## src/hw/rtl/psdc_pkg.sv

```systemverilog
package psdc_pkg;

    localparam int unsigned CFG_IDX_W = 3;
    localparam int unsigned CFG_DATA_W = 16;
    localparam int unsigned S_TDATA_W = 16;
    localparam int unsigned M_TDATA_W = 24;

    localparam logic [7:0]  STARTUP_LEVEL      = 8'd26;
    localparam logic [15:0] START_DELAY_TICKS  = 16'd940;
    localparam logic [7:0]  RAMP_STEP_TICKS    = 8'd10;
    localparam logic [7:0]  DIM_STEP_TICKS     = 8'd10;
    localparam logic [15:0] RESEND_TICKS       = 16'd100;
    localparam logic [15:0] PRESS_WINDOW_TICKS = 16'd1500;
    localparam logic [15:0] INIT_TICKS         = 16'd1000;
    localparam logic [7:0]  SLAVE_RELAY_ON     = 8'd10;
    localparam logic [7:0]  SLAVE_RELAY_OFF    = 8'd5;

    typedef enum logic [CFG_IDX_W-1:0] {
        REG_SLAVE_MODE = 3'd0,
        REG_MAX_LEVEL  = 3'd1,
        REG_MIN_LEVEL  = 3'd2,
        REG_RAMP_TIME  = 3'd3,
        REG_DIM_TIME   = 3'd4
    } reg_idx_t;

    typedef enum logic [3:0] {
        PH_OFF      = 4'd0,
        PH_PRESS    = 4'd1,
        PH_START    = 4'd2,
        PH_RISE     = 4'd3,
        PH_ON       = 4'd4,
        PH_HOLD     = 4'd5,
        PH_FALL     = 4'd6,
        PH_PICK     = 4'd7,
        PH_UP       = 4'd8,
        PH_DOWN     = 4'd9,
        PH_SLV_INIT = 4'd10,
        PH_SLAVE    = 4'd11,
        PH_INIT     = 4'd12,
        PH_UPDATE   = 4'd13
    } phase_t;

endpackage

```

## src/hw/rtl/push_switch_dimmer_controller.sv

```systemverilog
// channel | direction | handshake              | payload
// s       | in        | s_tvalid / s_tready    | s_tdata, s_tuser (one item per 1 ms tick)
// m       | out       | m_tvalid / m_tready    | m_tdata (one result per item)
// cfg     | in        | cfg_valid / cfg_ready  | cfg_index, cfg_data
//
// an item is registered on input, then stepped through the phase logic into
// the result register, which raises m_tvalid; one item per cycle sustained
// while the m side does not stall
// cfg_ready is always high; a write takes effect on the next stepped item
// rst_n clears all control and phase state at once, no clearing pass
// a stalled m side holds the result and the input register, then s_tready drops
module push_switch_dimmer_controller (
    input  logic                              clk,
    input  logic                              rst_n,
    input  logic                              s_tvalid,
    output logic                              s_tready,
    // [0] switch_pressed, [8:1] packet_level, [15:9] zero
    input  logic [psdc_pkg::S_TDATA_W-1:0]    s_tdata,
    // [0] packet_arrived
    input  logic                              s_tuser,
    output logic                              m_tvalid,
    input  logic                              m_tready,
    // [7:0] level_out, [8] level_written, [9] relay_closed, [10] send_frame,
    // [18:11] frame_level, [22:19] phase, [23] zero
    output logic [psdc_pkg::M_TDATA_W-1:0]    m_tdata,
    input  logic                              cfg_valid,
    output logic                              cfg_ready,
    input  logic [psdc_pkg::CFG_IDX_W-1:0]    cfg_index,
    input  logic [psdc_pkg::CFG_DATA_W-1:0]   cfg_data
);
    import psdc_pkg::*;

    // configuration
    logic        slave_mode_reg;
    logic [7:0]  max_level_reg;
    logic [7:0]  min_level_reg;
    logic [15:0] ramp_time_reg;
    logic [15:0] dim_time_reg;

    // controller state
    phase_t      phase_reg, phase_next;
    logic [7:0]  cur_reg, cur_next;
    logic [7:0]  rem_reg, rem_next;
    logic        dir_up_reg, dir_up_next;
    logic [15:0] step_reg, step_next;
    logic [15:0] resend_reg, resend_next;
    logic        relay_reg, relay_next;
    logic [7:0]  frame_reg, frame_next;
    logic [7:0]  drive_reg, drive_next;
    logic        wrote, sent;

    // input and result registers
    logic        in_valid_reg;
    logic        in_sw_reg;
    logic        in_pkt_reg;
    logic [7:0]  in_lev_reg;
    logic        out_valid_reg;
    logic [M_TDATA_W-1:0] out_data_reg;

    logic        s_take;
    logic        adv;
    logic        cfg_take;
    logic [15:0] ramp_period;
    logic [15:0] dim_period;

    assign cfg_ready = 1'b1;
    assign cfg_take  = cfg_valid && cfg_ready;
    assign adv       = in_valid_reg && (!out_valid_reg || m_tready);
    assign s_tready  = !in_valid_reg || adv;
    assign s_take    = s_tvalid && s_tready;
    assign m_tvalid  = out_valid_reg;
    assign m_tdata   = out_data_reg;

    assign ramp_period = (ramp_time_reg > 16'd255) ? {8'd0, ramp_time_reg[15:8]}
                                                   : {8'd0, RAMP_STEP_TICKS};
    assign dim_period  = (dim_time_reg > 16'd255) ? {8'd0, dim_time_reg[15:8]}
                                                  : {8'd0, DIM_STEP_TICKS};

    always_comb
    begin
        phase_next  = phase_reg;
        cur_next    = cur_reg;
        rem_next    = rem_reg;
        dir_up_next = dir_up_reg;
        relay_next  = relay_reg;
        frame_next  = frame_reg;
        drive_next  = drive_reg;
        wrote       = 1'b0;
        sent        = 1'b0;
        // timers count down first, holding at zero
        step_next   = (step_reg != 16'd0) ? step_reg - 16'd1 : step_reg;
        resend_next = (resend_reg != 16'd0) ? resend_reg - 16'd1 : resend_reg;

        unique case (phase_reg)
            PH_UPDATE:
            begin
                if (slave_mode_reg)
                begin
                    phase_next = PH_SLV_INIT;
                end
                else
                begin
                    dir_up_next = 1'b0;
                    rem_next    = max_level_reg;
                    phase_next  = PH_OFF;
                end
            end
            PH_OFF:
            begin
                if (in_sw_reg)
                begin
                    step_next  = PRESS_WINDOW_TICKS;
                    phase_next = PH_PRESS;
                end
            end
            PH_PRESS:
            begin
                if (!in_sw_reg)
                begin
                    relay_next = 1'b1;
                    if (rem_reg >= STARTUP_LEVEL)
                    begin
                        phase_next = PH_RISE;
                        step_next  = 16'd0;
                    end
                    else
                    begin
                        cur_next    = STARTUP_LEVEL;
                        drive_next  = STARTUP_LEVEL;
                        wrote       = 1'b1;
                        frame_next  = STARTUP_LEVEL;
                        sent        = 1'b1;
                        resend_next = RESEND_TICKS;
                        step_next   = START_DELAY_TICKS;
                        phase_next  = PH_START;
                    end
                end
            end
            PH_START:
            begin
                if (step_next == 16'd0)
                begin
                    step_next = {8'd0, RAMP_STEP_TICKS};
                    if (cur_reg != rem_reg)
                    begin
                        cur_next    = (cur_reg < rem_reg) ? cur_reg + 8'd1 : cur_reg - 8'd1;
                        frame_next  = cur_next;
                        drive_next  = cur_next;
                        wrote       = 1'b1;
                        sent        = 1'b1;
                        resend_next = RESEND_TICKS;
                    end
                    else
                    begin
                        phase_next = PH_ON;
                    end
                end
            end
            PH_RISE:
            begin
                if (step_next == 16'd0)
                begin
                    step_next = ramp_period;
                    if (cur_reg < rem_reg && cur_reg < max_level_reg)
                    begin
                        drive_next  = cur_reg;
                        frame_next  = cur_reg;
                        wrote       = 1'b1;
                        sent        = 1'b1;
                        resend_next = RESEND_TICKS;
                        cur_next    = cur_reg + 8'd1;
                    end
                    else
                    begin
                        phase_next = PH_ON;
                    end
                end
            end
            PH_ON:
            begin
                if (in_sw_reg)
                begin
                    step_next  = PRESS_WINDOW_TICKS;
                    phase_next = PH_HOLD;
                end
            end
            PH_HOLD:
            begin
                // short release switches off, a press outliving the window dims
                if (!in_sw_reg && step_next != 16'd0)
                begin
                    rem_next   = cur_reg;
                    phase_next = PH_FALL;
                    step_next  = {8'd0, DIM_STEP_TICKS};
                end
                if (step_next == 16'd0)
                begin
                    phase_next = PH_PICK;
                end
            end
            PH_FALL:
            begin
                if (step_next == 16'd0)
                begin
                    step_next   = ramp_period;
                    frame_next  = cur_reg;
                    wrote       = 1'b1;
                    sent        = 1'b1;
                    resend_next = RESEND_TICKS;
                    if (cur_reg != 8'd0)
                    begin
                        drive_next = cur_reg;
                        cur_next   = cur_reg - 8'd1;
                    end
                    else
                    begin
                        drive_next = 8'd0;
                        phase_next = PH_OFF;
                        relay_next = 1'b0;
                    end
                end
            end
            PH_PICK:
            begin
                phase_next = dir_up_reg ? PH_UP : PH_DOWN;
            end
            PH_UP:
            begin
                if (step_next == 16'd0)
                begin
                    step_next = dim_period;
                    if (in_sw_reg)
                    begin
                        if (cur_reg < max_level_reg)
                        begin
                            cur_next    = cur_reg + 8'd1;
                            frame_next  = cur_next;
                            drive_next  = cur_next;
                            wrote       = 1'b1;
                            sent        = 1'b1;
                            resend_next = RESEND_TICKS;
                        end
                    end
                    else
                    begin
                        if (cur_reg >= max_level_reg)
                        begin
                            dir_up_next = 1'b0;
                        end
                        phase_next = PH_ON;
                    end
                end
            end
            PH_DOWN:
            begin
                if (step_next == 16'd0)
                begin
                    step_next = dim_period;
                    if (in_sw_reg)
                    begin
                        if (cur_reg > min_level_reg)
                        begin
                            cur_next    = cur_reg - 8'd1;
                            frame_next  = cur_next;
                            drive_next  = cur_next;
                            wrote       = 1'b1;
                            sent        = 1'b1;
                            resend_next = RESEND_TICKS;
                        end
                    end
                    else
                    begin
                        if (cur_reg <= min_level_reg)
                        begin
                            dir_up_next = 1'b1;
                        end
                        phase_next = PH_ON;
                    end
                end
            end
            PH_SLV_INIT:
            begin
                phase_next = PH_SLAVE;
            end
            PH_SLAVE:
            begin
                if (in_pkt_reg)
                begin
                    drive_next = in_lev_reg;
                    cur_next   = in_lev_reg;
                    wrote      = 1'b1;
                end
                // hysteresis band keeps the relay as it is
                if (cur_next > SLAVE_RELAY_ON)
                begin
                    relay_next = 1'b1;
                end
                else if (cur_next < SLAVE_RELAY_OFF)
                begin
                    relay_next = 1'b0;
                end
            end
            default:
            begin
                // after reset, and for any code with no meaning
                step_next = INIT_TICKS;
                if (slave_mode_reg)
                begin
                    phase_next = PH_SLV_INIT;
                end
                else
                begin
                    dir_up_next = 1'b0;
                    rem_next    = max_level_reg;
                    phase_next  = PH_OFF;
                end
            end
        endcase

        if (!slave_mode_reg && resend_next == 16'd0)
        begin
            sent        = 1'b1;
            resend_next = RESEND_TICKS;
        end
    end

    always_ff @(posedge clk or negedge rst_n)
    begin
        if (!rst_n)
        begin
            slave_mode_reg <= 1'b0;
            max_level_reg  <= 8'd255;
            min_level_reg  <= 8'd0;
            ramp_time_reg  <= 16'd0;
            dim_time_reg   <= 16'd0;
            phase_reg      <= PH_INIT;
            cur_reg        <= 8'd0;
            rem_reg        <= 8'd255;
            dir_up_reg     <= 1'b0;
            step_reg       <= 16'd0;
            resend_reg     <= 16'd0;
            relay_reg      <= 1'b0;
            frame_reg      <= 8'd0;
            drive_reg      <= 8'd0;
            in_valid_reg   <= 1'b0;
            out_valid_reg  <= 1'b0;
        end
        else
        begin
            // a mode write restarts the phase logic
            if (cfg_take && cfg_index == REG_SLAVE_MODE)
            begin
                phase_reg <= PH_UPDATE;
            end
            else if (adv)
            begin
                phase_reg <= phase_next;
            end
            if (adv)
            begin
                cur_reg    <= cur_next;
                rem_reg    <= rem_next;
                dir_up_reg <= dir_up_next;
                step_reg   <= step_next;
                resend_reg <= resend_next;
                relay_reg  <= relay_next;
                frame_reg  <= frame_next;
                drive_reg  <= drive_next;
            end
            if (cfg_take)
            begin
                unique case (cfg_index)
                    REG_SLAVE_MODE: slave_mode_reg <= cfg_data[0];
                    REG_MAX_LEVEL:  max_level_reg  <= cfg_data[7:0];
                    REG_MIN_LEVEL:  min_level_reg  <= cfg_data[7:0];
                    REG_RAMP_TIME:  ramp_time_reg  <= cfg_data;
                    REG_DIM_TIME:   dim_time_reg   <= cfg_data;
                    default: ;
                endcase
            end
            if (s_take)
            begin
                in_valid_reg <= 1'b1;
            end
            else if (adv)
            begin
                in_valid_reg <= 1'b0;
            end
            if (adv)
            begin
                out_valid_reg <= 1'b1;
            end
            else if (m_tready)
            begin
                out_valid_reg <= 1'b0;
            end
        end
    end

    // payload registers
    always_ff @(posedge clk)
    begin
        if (s_take)
        begin
            in_sw_reg  <= s_tdata[0];
            in_lev_reg <= s_tdata[8:1];
            in_pkt_reg <= s_tuser;
        end
        if (adv)
        begin
            out_data_reg <= {1'b0, phase_next, frame_next, sent, relay_next, wrote,
                             drive_next};
        end
    end

endmodule

```

## config.mk

```make
export PLATFORM = sky130hd
export DESIGN_NAME = push_switch_dimmer_controller
export DESIGN_NICKNAME = d
export VERILOG_FILES = /design/src/hw/rtl/psdc_pkg.sv /design/src/hw/rtl/push_switch_dimmer_controller.sv
export SDC_FILE = /design/constraint.sdc
export NUM_CORES = 1
export LEC_CHECK = 0
export BUFFER_PORTS_ARGS = -buffer_cell sky130_fd_sc_hd__buf_2
export CAP_MARGIN = 15
export CORE_ASPECT_RATIO = 1.75
export CORE_MARGIN = 5
export CORE_UTILIZATION = 45
export CTS_BUF_LIST = sky130_fd_sc_hd__clkbuf_4 sky130_fd_sc_hd__clkbuf_8
export CTS_CLUSTER_DIAMETER = 50
export DETAILED_ROUTE_END_ITERATION = 16
export PLACE_DENSITY = 0.68
export SYNTH_ARGS = -nofsm -noshare
export SYNTH_HDL_FRONTEND = slang
export SYNTH_SLANG_ARGS = --single-unit
```

## constraint.sdc

```tcl
create_clock -name clk -period 8.7 [get_ports clk]
set_clock_uncertainty 0.1 [all_clocks]
set_input_delay 0.87 -clock clk [delete_from_list [all_inputs] [get_ports clk]]
set_output_delay 0.87 -clock clk [all_outputs]
set_load 0.005 [all_outputs]
```

==> reports/metrics.yaml <==
timing:
  hold_viol_final: 0
  slew_headroom_pct: 24.09
  finalCriticalPeriod_ns: 5.230
  max_freq_mhz: 191.2
  finalSetupTns_ns: 0
  rsz0062_at_grt: "false"
  tightest_slew_ns: 1.130
  setup_viol: 0
  slew_viol_final: 0
  period_share_pct: 60.11
synthesis:
  synth_cell_types: 83
  synth.avg_cell_area_um2: 8.322
  syn_nets: 1234
  synth_edf_count: 33
  async_reset_ff_share_pct: 76.09
  yosysTopAreaCellShare_pct: 22.47
  yosysWarnings: 0
  ys_ff_latch: 138
  synth_largest_area_cell: "dfrtp_1"
  syn_area_um2: 9687
  syn_inst: 1164
  yosysSeqAreaShare_pct: 37.59
  synth_top_flop_cell: "dfrtp_1"
  synthTopCellsByArea: "dfrtp_1 22%, edfxtp_1 10%, o21ai_0 5.7%"
global_routing:
  grt_pass1_vias: 9386
  grt_pass1_wl_um: 48690
  grt_overflow: 0
  antenna_found_initial: 1
  grt_max_degree: 62
  track_usage_pct: 24.82
clock_network:
  cts.clk_slew.worst_paths_ns: 0.08
  post_cts.repair.setup_buffers: 0
  ctsResizeCount: 0
  cts-htree-levels: 4
  holdBufCountCts: 0
  cts.sinks: 138
  cts-root-buf: "clkbuf_8"
  cts_tree: "built"
  clockBufferDepth: 2
  clk_latency_ns: 0.47
  cts_buffers: 17
pwr:
  switching_share_pct: 45.21
  power_frac_seq_pct: 37.0
  p_sw_mw: 1.406
  power_density_nw_per_um2: 294.9
  pwr-share-comb_pct: 45.3
  p_int_mw: 1.705
  ir_drop_mv: 0.1202
  clkPwrFrac_pct: 17.7
  p_leak_nw: 4.298
  power_mw: 3.111
final_layout:
  regArea_um2: 3641
  drive_above_1_share_pct: 14.20
  fin_area_um2: 10550
  fill_cells: 2055
  final_cells: 1453
  area_delta_synth_final_pct: 8.900
  fin_nets: 1254
  multi_input_area_um2: 5602
  postLayoutCoreUtil_pct: 49.48
  largest_reg_flops: 23
status:
  status: "completed"
worst_setup_path:
  rrSetupSlack_ns: 3.47
  cp.arrival_ns: 5.33
  crit_path_max_incr_delay_ns: 0.85
  crit_fanout: 41
  cp_top_family: "simple AND/OR/NAND/NOR gates"
  path_class: "register to register"
  crit_buf_inv: 1
  cp-start-kind: "register"
  critPathRequiredTime_ns: 8.80
  worst_setup_path_end_kind: "register"
  worst_path_max_delay_cell: "or4b_4"
  crit_chain: "inv_1, ha_1, or4b_1, or4_1, mux2_2, o211ai_1, or4b_4, a211o_1, a21o_1, or3b_1, o2bb2ai_1"
min_path:
  hp-class: "input pin to async pin"
floorplanning:
  die_x_um: 120.9
  coreArea_um2: 21320
  placementRows: 71
  fp.dieH_um: 204.1
  die-area_um2: 24680
  initial_core_util_pct: 45.43
  io_pins: 68
route:
  drt_pass1_iterations: 7
  avgRoutedWirePerCell_um: 20.72
  vias: 9573
  drt_iter0_drc: 894
  postRouteAntennaNets: 0
  drcViolationCount: 0
  drt-total-wl_um: 30110
  viasPerCell: 6.588
place:
  place_congestion: 0.9831
  io_buffers: 58
  dpl_cell_area_um2: 10130
  placedCellCount: 1419
  place_hpwl_um: 22050
flow_run:
  drv_cap: 0
-- area by class of cell --
| cell class | instances | share of cell area [%] |
|---|---|---|
| Multi-Input combinational cell | 908 | 53.10 |
| Sequential cell | 138 | 34.52 |
| Timing Repair Buffer | 73 | 3.843 |
| Tap cell | 255 | 3.025 |
| Clock buffer | 22 | 2.752 |
| Inverter | 46 | 1.637 |
| Clock inverter | 10 | 1.103 |
| Antenna cell | 1 | 0.02372 |
-- per-stage QoR --
| stage | hold slack (ns) | setup slack [ns] |
|---|---|---|
| 3_5_place_dp | 0.3817 | 3.517 |
| 5_1_grt | 0.4132 | 3.288 |
| 6_report | 0.3987 | 3.470 |
| 4_1_cts | 0.4021 | 3.513 |
| 3_3_place_gp | 0.3752 | 3.544 |
| 2_1_floorplan | 0.3572 | 4.359 |
-- power by group through the flow --
| stage | registers [mW] | logic [mW] | clock network (mW) |
|---|---|---|---|
| 6_report | 1.15 | 1.41 | 0.551 |
| 5_1_grt | 1.18 | 1.57 | 0.590 |
| 4_1_cts | 1.14 | 1.39 | 0.563 |
| 3_5_place_dp | 1.15 | 1.38 | 0 |
| 3_3_place_gp | 1.14 | 1.35 | 0 |
| 2_1_floorplan | 0.995 | 1.11 | 0 |
-- worst paths after layout --
check / startpoint / end / depth (start not counted)
setup / recovery: step_reg[0] / m_tdata[5] / 11
hold / removal: rst_n / min_level_reg[1] / 1
setup reg to reg: step_reg[0] / m_tdata[5] / 11
hold reg to reg: rem_reg[3] / rem_reg[3] / 2
max in group asynchronous: rst_n / step_reg[3] / 2
min in group clk: rem_reg[3] / rem_reg[3] / 2
-- metal layers --
metal  vias to the layer above  global-route usage [%]  share of wire, %  wire [µm]
li1                       4386                       -                 -          -
met1                      4586                   27.20                36      10910
met2                       449                   43.72                52      15570
met3                       152                   3.932               5.6       1681
met4                         0                   16.25               6.5       1943
met5                         -                       0                 0          0
-- cell usage in the layout, fill, tap and decap left out, types with 7 or more instances in the layout --
| cell type | count |
|---|---|
| or4_1 | 13 |
| or3_1 | 9 |
| o211ai_1 | 12 |
| nor4_1 | 21 |
| nand4_1 | 9 |
| inv_1 | 45 |
| clkbuf_8 | 20 |
| xor2_1 | 7 |
| o21a_1 | 9 |
| a21o_1 | 8 |
| o21ai_0 | 111 |
| nor2_1 | 116 |
| edfxtp_1 | 33 |
| o2bb2ai_1 | 9 |
| o31ai_1 | 12 |
| nor2b_1 | 12 |
| nand3_1 | 39 |
| dfrtp_1 | 87 |
| a211oi_1 | 16 |
| a31oi_1 | 13 |
| buf_4 | 16 |
| mux2i_1 | 15 |
| and3_1 | 11 |
| nand2_1 | 122 |
| a221oi_1 | 9 |
| mux2_2 | 25 |
| nand2b_1 | 15 |
| a21oi_1 | 73 |
| buf_2 | 57 |
| nor3_1 | 48 |
| dfstp_2 | 18 |
| a22oi_1 | 7 |
| ha_1 | 29 |
| a211o_1 | 7 |
-- kinds of logic after synthesis --
logic type | share of synthesized area [%]
buf+inv | 4.870
compound gates | 24.50
simple gates | 23.47
mux | 4.572
fa+ha+maj | 3.746
other cells | 0.07753
flops | 37.59
xor+xnor | 1.175
-- synth_stat cells (all sizes together) (6+ instances only) --
master and n:
a211o 7, a211oi 17, a21o 8, a21oi 73, a221oi 10, a22oi 7
a31oi 13, and2 6, and3 11, buf 18, clkbuf 54, dfrtp 87
dfstp 18, edfxtp 33, ha 29, inv 46, mux2 26, mux2i 15
nand2 122, nand2b 15, nand3 39, nand3b 6, nand4 9, nor2 116
nor2b 12, nor3 48, nor4 22, o211ai 12, o21a 9, o21ai 117
o221ai 6, o2bb2ai 9, o31ai 12, or3 9, or4 13, xnor2 6
xor2 7
No activity file was read; power rests on OpenSTA's default activity.
